## src/hw/rtl/psl_pkg.sv

```systemverilog
`timescale 1ns / 1ps
// ----------------------------------------------------------------------------
// psl_pkg: shared types and constants of the positional sequence list
// Store geometry, operation and status codes, channel payloads, memory
// command bundle and sequencer states.
// ----------------------------------------------------------------------------
package psl_pkg;

   // store geometry
   localparam int DEPTH      = 16;
   localparam int DATA_WIDTH = 32;
   localparam int ADDR_W     = $clog2(DEPTH);
   localparam int CNT_W      = $clog2(DEPTH + 1);

   // capacity register
   localparam int CAP_W = 5;
   localparam logic [CAP_W-1:0] CAP_RESET = 5'd16;

   // operation codes
   localparam logic [1:0] OP_INSERT = 2'd0;
   localparam logic [1:0] OP_DELETE = 2'd1;
   localparam logic [1:0] OP_GET    = 2'd2;

   // status codes
   localparam logic [1:0] STAT_OK    = 2'd0;
   localparam logic [1:0] STAT_FULL  = 2'd1;
   localparam logic [1:0] STAT_RANGE = 2'd2;

   typedef struct packed {
      logic [1:0]  op;
      logic [7:0]  position;
      logic [31:0] value;
   } req_type;

   typedef struct packed {
      logic [1:0]  status;
      logic [31:0] read_value;
      logic [4:0]  entry_count;
   } rsp_type;

   typedef struct packed {
      logic                  wr_en;
      logic [ADDR_W-1:0]     wr_addr;
      logic [DATA_WIDTH-1:0] wr_data;
      logic                  rd_en;
      logic [ADDR_W-1:0]     rd_addr;
   } mem_cmd_type;

   typedef enum logic [2:0] {
      S_IDLE,
      S_SHIFT_UP,
      S_INS_WR,
      S_SHIFT_DN,
      S_GET_WAIT,
      S_DONE
   } state_type;

endpackage

```

## src/hw/rtl/psl_mem.sv

```systemverilog
`timescale 1ns / 1ps
// ----------------------------------------------------------------------------
// psl_mem: entry store of the list
// One write port and one read port, read data registered.
// ----------------------------------------------------------------------------
module psl_mem (
   input  logic                            clock,
   input  psl_pkg::mem_cmd_type            mem_cmd,
   output logic [psl_pkg::DATA_WIDTH-1:0]  mem_rdata
);
   import psl_pkg::*;

   logic [DATA_WIDTH-1:0] store [DEPTH];

   // write port
   always_ff @(posedge clock) begin
      if (mem_cmd.wr_en) begin
         store[mem_cmd.wr_addr] <= mem_cmd.wr_data;
      end
   end

   // registered read port
   always_ff @(posedge clock) begin
      if (mem_cmd.rd_en) begin
         mem_rdata <= store[mem_cmd.rd_addr];
      end
   end

endmodule

```

## src/hw/rtl/psl_ctrl.sv

```systemverilog
`timescale 1ns / 1ps
// ----------------------------------------------------------------------------
// psl_ctrl: request sequencer of the positional sequence list
// Holds count and capacity, walks the entry store one entry per cycle to
// open or close a gap, and registers the response.
// ----------------------------------------------------------------------------
module psl_ctrl (
   input  logic                            clock,
   input  logic                            reset,
   input  logic                            req_valid,
   output logic                            req_ready,
   input  psl_pkg::req_type                req_payload,
   output logic                            rsp_valid,
   input  logic                            rsp_ready,
   output psl_pkg::rsp_type                rsp_payload,
   input  logic                            csr_wr_en,
   input  logic [psl_pkg::CAP_W-1:0]       csr_wr_data,
   output psl_pkg::mem_cmd_type            mem_cmd,
   input  logic [psl_pkg::DATA_WIDTH-1:0]  mem_rdata
);
   import psl_pkg::*;

   state_type             state_ff, state_in;
   logic [CNT_W-1:0]      cnt_ff, cnt_in;
   logic [CAP_W-1:0]      cap_ff;
   logic [CNT_W-1:0]      pos_ff, pos_in;
   logic [DATA_WIDTH-1:0] val_ff, val_in;
   logic [CNT_W-1:0]      idx_ff, idx_in;
   logic                  pend_ff, pend_in;
   logic                  first_ff, first_in;
   logic [ADDR_W-1:0]     pend_addr_ff, pend_addr_in;
   logic [DATA_WIDTH-1:0] rd_ff, rd_in;
   logic [1:0]            status_ff, status_in;
   logic                  rsp_valid_ff, rsp_valid_in;
   rsp_type               rsp_ff, rsp_in;

   logic [8:0] pos_ext;
   logic [8:0] cnt_ext;
   logic       full;
   logic       in_range;

   assign pos_ext  = {1'b0, req_payload.position};
   assign cnt_ext  = 9'(cnt_ff);
   assign full     = (cnt_ext >= 9'(cap_ff)) || (cnt_ext >= 9'(DEPTH));
   assign in_range = pos_ext < cnt_ext;

   assign req_ready   = (state_ff == S_IDLE);
   assign rsp_valid   = rsp_valid_ff;
   assign rsp_payload = rsp_ff;

   // capacity register
   always_ff @(posedge clock) begin
      if (reset) begin
         cap_ff <= CAP_RESET;
      end else if (csr_wr_en) begin
         cap_ff <= csr_wr_data;
      end
   end

   // control registers
   always_ff @(posedge clock) begin
      if (reset) begin
         state_ff     <= S_IDLE;
         cnt_ff       <= '0;
         pend_ff      <= 1'b0;
         rsp_valid_ff <= 1'b0;
      end else begin
         state_ff     <= state_in;
         cnt_ff       <= cnt_in;
         pend_ff      <= pend_in;
         rsp_valid_ff <= rsp_valid_in;
      end
   end

   // payload registers
   always_ff @(posedge clock) begin
      pos_ff       <= pos_in;
      val_ff       <= val_in;
      idx_ff       <= idx_in;
      first_ff     <= first_in;
      pend_addr_ff <= pend_addr_in;
      rd_ff        <= rd_in;
      status_ff    <= status_in;
      rsp_ff       <= rsp_in;
   end

   // next state, memory commands and response
   always_comb begin
      state_in     = state_ff;
      cnt_in       = cnt_ff;
      pos_in       = pos_ff;
      val_in       = val_ff;
      idx_in       = idx_ff;
      pend_in      = pend_ff;
      first_in     = first_ff;
      pend_addr_in = pend_addr_ff;
      rd_in        = rd_ff;
      status_in    = status_ff;
      rsp_in       = rsp_ff;
      mem_cmd      = '0;

      // response slot drains when taken
      rsp_valid_in = rsp_valid_ff && !rsp_ready;

      case (state_ff)
         S_IDLE: begin
            if (req_valid) begin
               val_in    = DATA_WIDTH'(req_payload.value);
               rd_in     = '0;
               status_in = STAT_OK;
               pend_in   = 1'b0;
               case (req_payload.op)
                  OP_INSERT: begin
                     if (full) begin
                        status_in = STAT_FULL;
                        state_in  = S_DONE;
                     end else begin
                        // insert past the end appends
                        pos_in   = (pos_ext > cnt_ext) ? cnt_ff
                                                       : CNT_W'(req_payload.position);
                        idx_in   = cnt_ff;
                        state_in = S_SHIFT_UP;
                     end
                  end
                  OP_DELETE: begin
                     if (!in_range) begin
                        status_in = STAT_RANGE;
                        state_in  = S_DONE;
                     end else begin
                        idx_in   = CNT_W'(req_payload.position);
                        state_in = S_SHIFT_DN;
                     end
                  end
                  OP_GET: begin
                     if (!in_range) begin
                        status_in = STAT_RANGE;
                        state_in  = S_DONE;
                     end else begin
                        mem_cmd.rd_en   = 1'b1;
                        mem_cmd.rd_addr = ADDR_W'(req_payload.position);
                        state_in        = S_GET_WAIT;
                     end
                  end
                  default: begin
                     status_in = STAT_RANGE;
                     state_in  = S_DONE;
                  end
               endcase
            end
         end

         // move entries up: read idx-1 while writing the previous read to idx+1
         S_SHIFT_UP: begin
            mem_cmd.wr_en   = pend_ff;
            mem_cmd.wr_addr = pend_addr_ff;
            mem_cmd.wr_data = mem_rdata;
            if (idx_ff > pos_ff) begin
               mem_cmd.rd_en   = 1'b1;
               mem_cmd.rd_addr = ADDR_W'(idx_ff - 1'b1);
               pend_in         = 1'b1;
               pend_addr_in    = ADDR_W'(idx_ff);
               idx_in          = idx_ff - 1'b1;
            end else begin
               pend_in  = 1'b0;
               state_in = S_INS_WR;
            end
         end

         // drop the new word into the opened slot
         S_INS_WR: begin
            mem_cmd.wr_en   = 1'b1;
            mem_cmd.wr_addr = ADDR_W'(pos_ff);
            mem_cmd.wr_data = val_ff;
            cnt_in          = cnt_ff + 1'b1;
            state_in        = S_DONE;
         end

         // move entries down; the first word read is the removed one
         S_SHIFT_DN: begin
            if (pend_ff) begin
               if (first_ff) begin
                  rd_in = mem_rdata;
               end else begin
                  mem_cmd.wr_en   = 1'b1;
                  mem_cmd.wr_addr = pend_addr_ff;
                  mem_cmd.wr_data = mem_rdata;
               end
            end
            if (idx_ff < cnt_ff) begin
               mem_cmd.rd_en   = 1'b1;
               mem_cmd.rd_addr = ADDR_W'(idx_ff);
               pend_in         = 1'b1;
               first_in        = !pend_ff;
               pend_addr_in    = ADDR_W'(idx_ff - 1'b1);
               idx_in          = idx_ff + 1'b1;
            end else begin
               pend_in  = 1'b0;
               cnt_in   = cnt_ff - 1'b1;
               state_in = S_DONE;
            end
         end

         S_GET_WAIT: begin
            rd_in    = mem_rdata;
            state_in = S_DONE;
         end

         // hand the result to the output register once it is free
         S_DONE: begin
            if (!rsp_valid_ff || rsp_ready) begin
               rsp_in.status      = status_ff;
               rsp_in.read_value  = 32'(rd_ff);
               rsp_in.entry_count = 5'(cnt_ff);
               rsp_valid_in       = 1'b1;
               state_in           = S_IDLE;
            end
         end

         default: begin
            state_in = S_IDLE;
         end
      endcase
   end

endmodule

```

## src/hw/rtl/positional_sequence_list.sv

```systemverilog
`timescale 1ns / 1ps
// ----------------------------------------------------------------------------
// positional_sequence_list: ordered list of data words with positional access
// Insert, delete and get at a position over a 16-entry store.
// ----------------------------------------------------------------------------
// Usage:
//   req_* carries one request (op, position, value) under valid/ready.
//   rsp_* returns one response per request (status, read_value, entry_count)
//   from an output register under valid/ready.
//   csr_wr_en/csr_wr_data write the capacity limit; write it only while idle.
// Steps after acceptance, each ending in S_DONE, which registers the response:
//   insert:        S_SHIFT_UP, then S_INS_WR (position clamped to count)
//   delete:        S_SHIFT_DN
//   get:           S_GET_WAIT
//   refused ops:   straight to S_DONE
// One request is in work at a time; the next is taken the cycle after its
// response has been registered. The entry store moves one entry per cycle
// through its single read and single write port.
// Reset empties the list and sets the capacity limit to 16; the store itself
// is not cleared. A stalled receiver holds the response in the output
// register; a request may still be taken and is held until the slot frees.
// ----------------------------------------------------------------------------
module positional_sequence_list (
   input  logic                         clock,
   input  logic                         reset,
   input  logic                         req_valid,
   output logic                         req_ready,
   input  psl_pkg::req_type             req_payload,
   output logic                         rsp_valid,
   input  logic                         rsp_ready,
   output psl_pkg::rsp_type             rsp_payload,
   input  logic                         csr_wr_en,
   input  logic [psl_pkg::CAP_W-1:0]    csr_wr_data
);
   import psl_pkg::*;

   mem_cmd_type           mem_cmd;
   logic [DATA_WIDTH-1:0] mem_rdata;

   // sequencer
   psl_ctrl u_ctrl (
      .clock       (clock),
      .reset       (reset),
      .req_valid   (req_valid),
      .req_ready   (req_ready),
      .req_payload (req_payload),
      .rsp_valid   (rsp_valid),
      .rsp_ready   (rsp_ready),
      .rsp_payload (rsp_payload),
      .csr_wr_en   (csr_wr_en),
      .csr_wr_data (csr_wr_data),
      .mem_cmd     (mem_cmd),
      .mem_rdata   (mem_rdata)
   );

   // entry store
   psl_mem u_mem (
      .clock     (clock),
      .mem_cmd   (mem_cmd),
      .mem_rdata (mem_rdata)
   );

endmodule

```

## config.mk

```make
export PLATFORM = sky130hd
export DESIGN_NAME = positional_sequence_list
export DESIGN_NICKNAME = d
export VERILOG_FILES = /design/src/hw/rtl/psl_pkg.sv /design/src/hw/rtl/psl_mem.sv /design/src/hw/rtl/psl_ctrl.sv /design/src/hw/rtl/positional_sequence_list.sv
export SDC_FILE = /design/constraint.sdc
export NUM_CORES = 1
export LEC_CHECK = 0
export ABC_AREA = 1
export BUFFER_PORTS_ARGS = -buffer_cell sky130_fd_sc_hd__buf_2
export CAP_MARGIN = 0
export CORE_ASPECT_RATIO = 0.9
export CORE_MARGIN = 4
export CORE_UTILIZATION = 48
export CTS_BUF_LIST = sky130_fd_sc_hd__clkbuf_8
export CTS_CLUSTER_SIZE = 30
export DETAILED_ROUTE_END_ITERATION = 8
export PLACE_DENSITY = 0.63
export SLEW_MARGIN = 25
export SYNTH_ARGS = -nofsm -noshare
export SYNTH_HDL_FRONTEND = slang
export SYNTH_SLANG_ARGS = --single-unit
```

## constraint.sdc

```tcl
create_clock -name clock -period 6.8 [get_ports clock]
set_input_delay 0.68 -clock clock [delete_from_list [all_inputs] [get_ports clock]]
set_output_delay 0.68 -clock clock [all_outputs]
set_load 0.03 [all_outputs]
```

==> flow_metrics.tcl <==
set metrics [dict create \
    outcome "finished, final reports clean" \
    vias 19800 \
    top_layer_used "met4" \
    power_frac_seq_pct 48.3 \
    drive_above_1_share_pct 11.6 \
    antenna_left 0 \
    rows 86 \
    p_sw_mw 3.68 \
    ys_types 43 \
    yosys-mux-area-fraction_pct 0 \
    seqCellArea_um2 20200 \
    synth_area_um2 29600 \
    synth_cells 2663 \
    area_growth_pct 11.4 \
    yosys_register_bits 679 \
    synth_compound_area_share_pct 1.95 \
    multi_input_area_um2 7110 \
    synthAdderAreaFrac_pct 1.29 \
    finalSetupViolCount 0 \
    worstHoldEndpoint "u_ctrl.val_ff[15]" \
    r2r_end "u_mem.mem_rdata[0]" \
    cp_data_arrival_time_ns 4.66 \
    firstDrtPassIters 6 \
    first_global_vias 19600 \
    cts.sinks 679 \
    wl_um 74100 \
    yosysWarnings 0 \
    final_nets 2867 \
    gr-usage-all-layers_pct 22.3 \
    slew_headroom_pct 28.7 \
    synth_area_per_cell_um2 11.1 \
    period_share_pct 61.9 \
    wl_per_cell_um 20.2 \
    met1_length_um 32400 \
    clk_pin_slew_worst_paths_ns 0.07 \
    n_antenna_cell 0 \
    startpoint_type "register" \
    grt_overflow 0 \
    cts_setup_buffers 0 \
    holdPathStages 1 \
    ys_seq_area_share_pct 68.3 \
    initial_utilization_pct 48.4 \
    ctsHoldBuffers 0 \
    yosys.area.top_type "edfxtp_1" \
    cts_inserted_buffers 108 \
    drc 0 \
    setup_tns_ns 0 \
    synth_common_cells "edfxtp_1 (664), nand3_1 (590), nand2_1 (452)" \
    cts_buffer_depth 3 \
    power_density_nw_per_um2 343 \
    power.leakage_nw 13.5 \
    dpl.cell_count 3467 \
    reg2reg_depth 15 \
    cp_max_fo 141 \
    dr_wl_met3_um 5900 \
    clock_latency_ns 0.72 \
    final_cells 3659 \
    max_cap_violations 0 \
    clkPwrFrac_pct 28.4 \
    dieArea_um2 65800 \
    synth-simple-area-share_pct 19.8 \
    vias_per_cell 5.41 \
    reg2reg_slack_ns 2.59 \
    ys.flop_type "edfxtp_1" \
    met2_length_um 34300 \
    p_sw_share_pct 32.5 \
    path_class "reg -> reg" \
    htree_levels 3 \
    fillers 5239 \
    finalCriticalPeriod_ns 4.21 \
    hold_violations 0 \
    p_int_mw 7.64 \
    io_pins 93 \
    comb_power_share_pct 23.2 \
    portBuffers 92 \
    ys_top_cells_by_area "edfxtp_1 (67%), nand3_1 (10%), nand2_1 (5.7%)" \
    clock-skew-final_ns 0.0356 \
    die_h_um 244 \
    fmax_ghz 0.237 \
    regToRegStartpoint "u_ctrl.cnt_ff[4]" \
    dp_hpwl_um 40400 \
    tightest_slew_ns 1.07 \
    synth-edff-count 664 \
    cts_tree "done" \
    required_ns 7.25 \
    grt_first_pass_wirelength_um 114000 \
    ctsResizeCount 0 \
    cp-end-kind "register" \
    fin_hold_ws_ns 0.141 \
    async_flop_share_pct 0 \
    synth_top_family_by_area "simple AND/OR/NAND/NOR gates" \
    ir_drop_uv 254 \
    antenna_found_initial 1 \
    coreArea_um2 61200 \
    slew_violations 0 \
    syn_nets 2745 \
    hp-start "req_payload[15]" \
    synth_top_cell_area_share_pct 67.3 \
    grt_start_max_net_pins 142 \
    place_congestion 0.902 \
    yosysMostFrequentCell "edfxtp_1" \
    min_path_type "in -> reg" \
    synth_xor_area_share_pct 0.177 \
    drt_iter0_markers 2133 \
    rsz0062_at_grt "false" \
    power_mw 11.3 \
    fp.dieW_um 270 \
    cts_root_buf "clkbuf_8" \
]
==> sequential cells by signal, summed over array words and instances, names as in the netlist, 4 cells and up <==
register / count
u_mem.store: 512
u_ctrl.rsp_payload: 39
u_ctrl.rd_ff: 32
u_ctrl.val_ff: 32
u_mem.mem_rdata: 32
u_ctrl.cap_ff: 5
u_ctrl.cnt_ff: 5
u_ctrl.idx_ff: 5
u_ctrl.pos_ff: 5
u_ctrl.pend_addr_ff: 4
==> power groups by stage <==
stage	clock network [mW]	logic (mW)	registers, mW
3_5_place_dp	0	2.63	5.55
2_1_floorplan	0	1.69	5.56
6_report	3.22	2.63	5.47
5_1_grt	3.49	2.93	5.49
4_1_cts	3.30	2.64	5.47
3_3_place_gp	0	2.57	5.55
==> stage by stage <==
step	setup slack, ns	instance area, um^2	util [%]
after CTS	2.40	33000	53.9
after global placement	2.45	31000	50.6
after floorplan	1.78	29600	-
final	2.59	33000	53.9
after detailed placement	2.41	31000	50.7
after global routing	2.22	33000	53.9
==> final cells by class <==
| type | count | share of cell area [%] |
|---|---|---|
| inverters | 459 | 5.25 |
| clock inverters | 79 | 1.27 |
| clock buffers | 113 | 4.71 |
| multi-input cells | 1383 | 21.5 |
| well taps | 792 | 3.00 |
| repair buffers | 154 | 2.93 |
| flip-flops and latches | 679 | 61.3 |
==> per-layer routing <==
metal | global-route usage [%] | vias to the layer above
li1 | - | 9265
met4 | 6.23 | 0
met2 | 35.9 | 795
met1 | 30.7 | 9613
met5 | 0 | -
met3 | 5.14 | 105
==> placed cells by master (no fill, tap or decap), types with 3 or more instances in the layout <==
cell / count
ha_1: 29
dfxtp_1: 15
edfxtp_1: 664
buf_2: 92
xor2_1: 3
nand4_1: 5
nor2_4: 21
clkinv_1: 28
inv_2: 5
inv_1: 489
nand2_1: 450
buf_4: 58
nand3_1: 590
clkbuf_8: 113
clkinv_2: 7
o21ai_2: 6
nand3b_1: 97
clkinv_8: 3
buf_12: 3
nor2_1: 58
o21ai_0: 54
o21ai_1: 4
a21oi_4: 3
xnor2_1: 3
nor3_1: 3
a21oi_1: 27
==> worst max path at each step <==
stage | start | to | slack [ns] | depth (start not counted)
global placement | u_ctrl.idx_ff[2] | u_mem.mem_rdata[6] | 2.45 | 16
global route | u_ctrl.idx_ff[2] | u_mem.mem_rdata[5] | 2.22 | 15
CTS | u_ctrl.cnt_ff[4] | u_mem.mem_rdata[5] | 2.40 | 16
detailed placement | u_ctrl.idx_ff[2] | u_mem.mem_rdata[5] | 2.41 | 15
floorplan | u_ctrl.state_ff[2] | u_mem.store[0][0] | 1.78 | 10
finish | u_ctrl.cnt_ff[4] | u_mem.mem_rdata[0] | 2.59 | 15
==> critical path: stages, from the launching register on <==
cell,delay [ns]
dfxtp_1,0.38
inv_1,0.15
ha_1,0.32
nand2_1,0.10
inv_1,0.05
a21oi_1,0.22
nand4_1,0.12
nand2_1,0.19
inv_8,0.21
nand2_8,0.75
buf_4,0.79
nand2_1,0.11
nand3_1,0.10
nand3_1,0.08
nand3_1,0.16
nand2_1,0.07
==> cell families (layout without fill, tap and decap cells) <==
| group | count (synthesis) | in the layout |
|---|---|---|
| adder cells (fa/ha/maj) | 30 | 30 |
| AO/OA/AOI/OAI | 108 | 108 |
| XOR/XNOR | 6 | 6 |
| buffers and inverters | 601 | 805 |
| flip-flops | 679 | 679 |
| AND/OR/NAND/NOR | 1239 | 1239 |
Power figures use the tool's default switching activity.
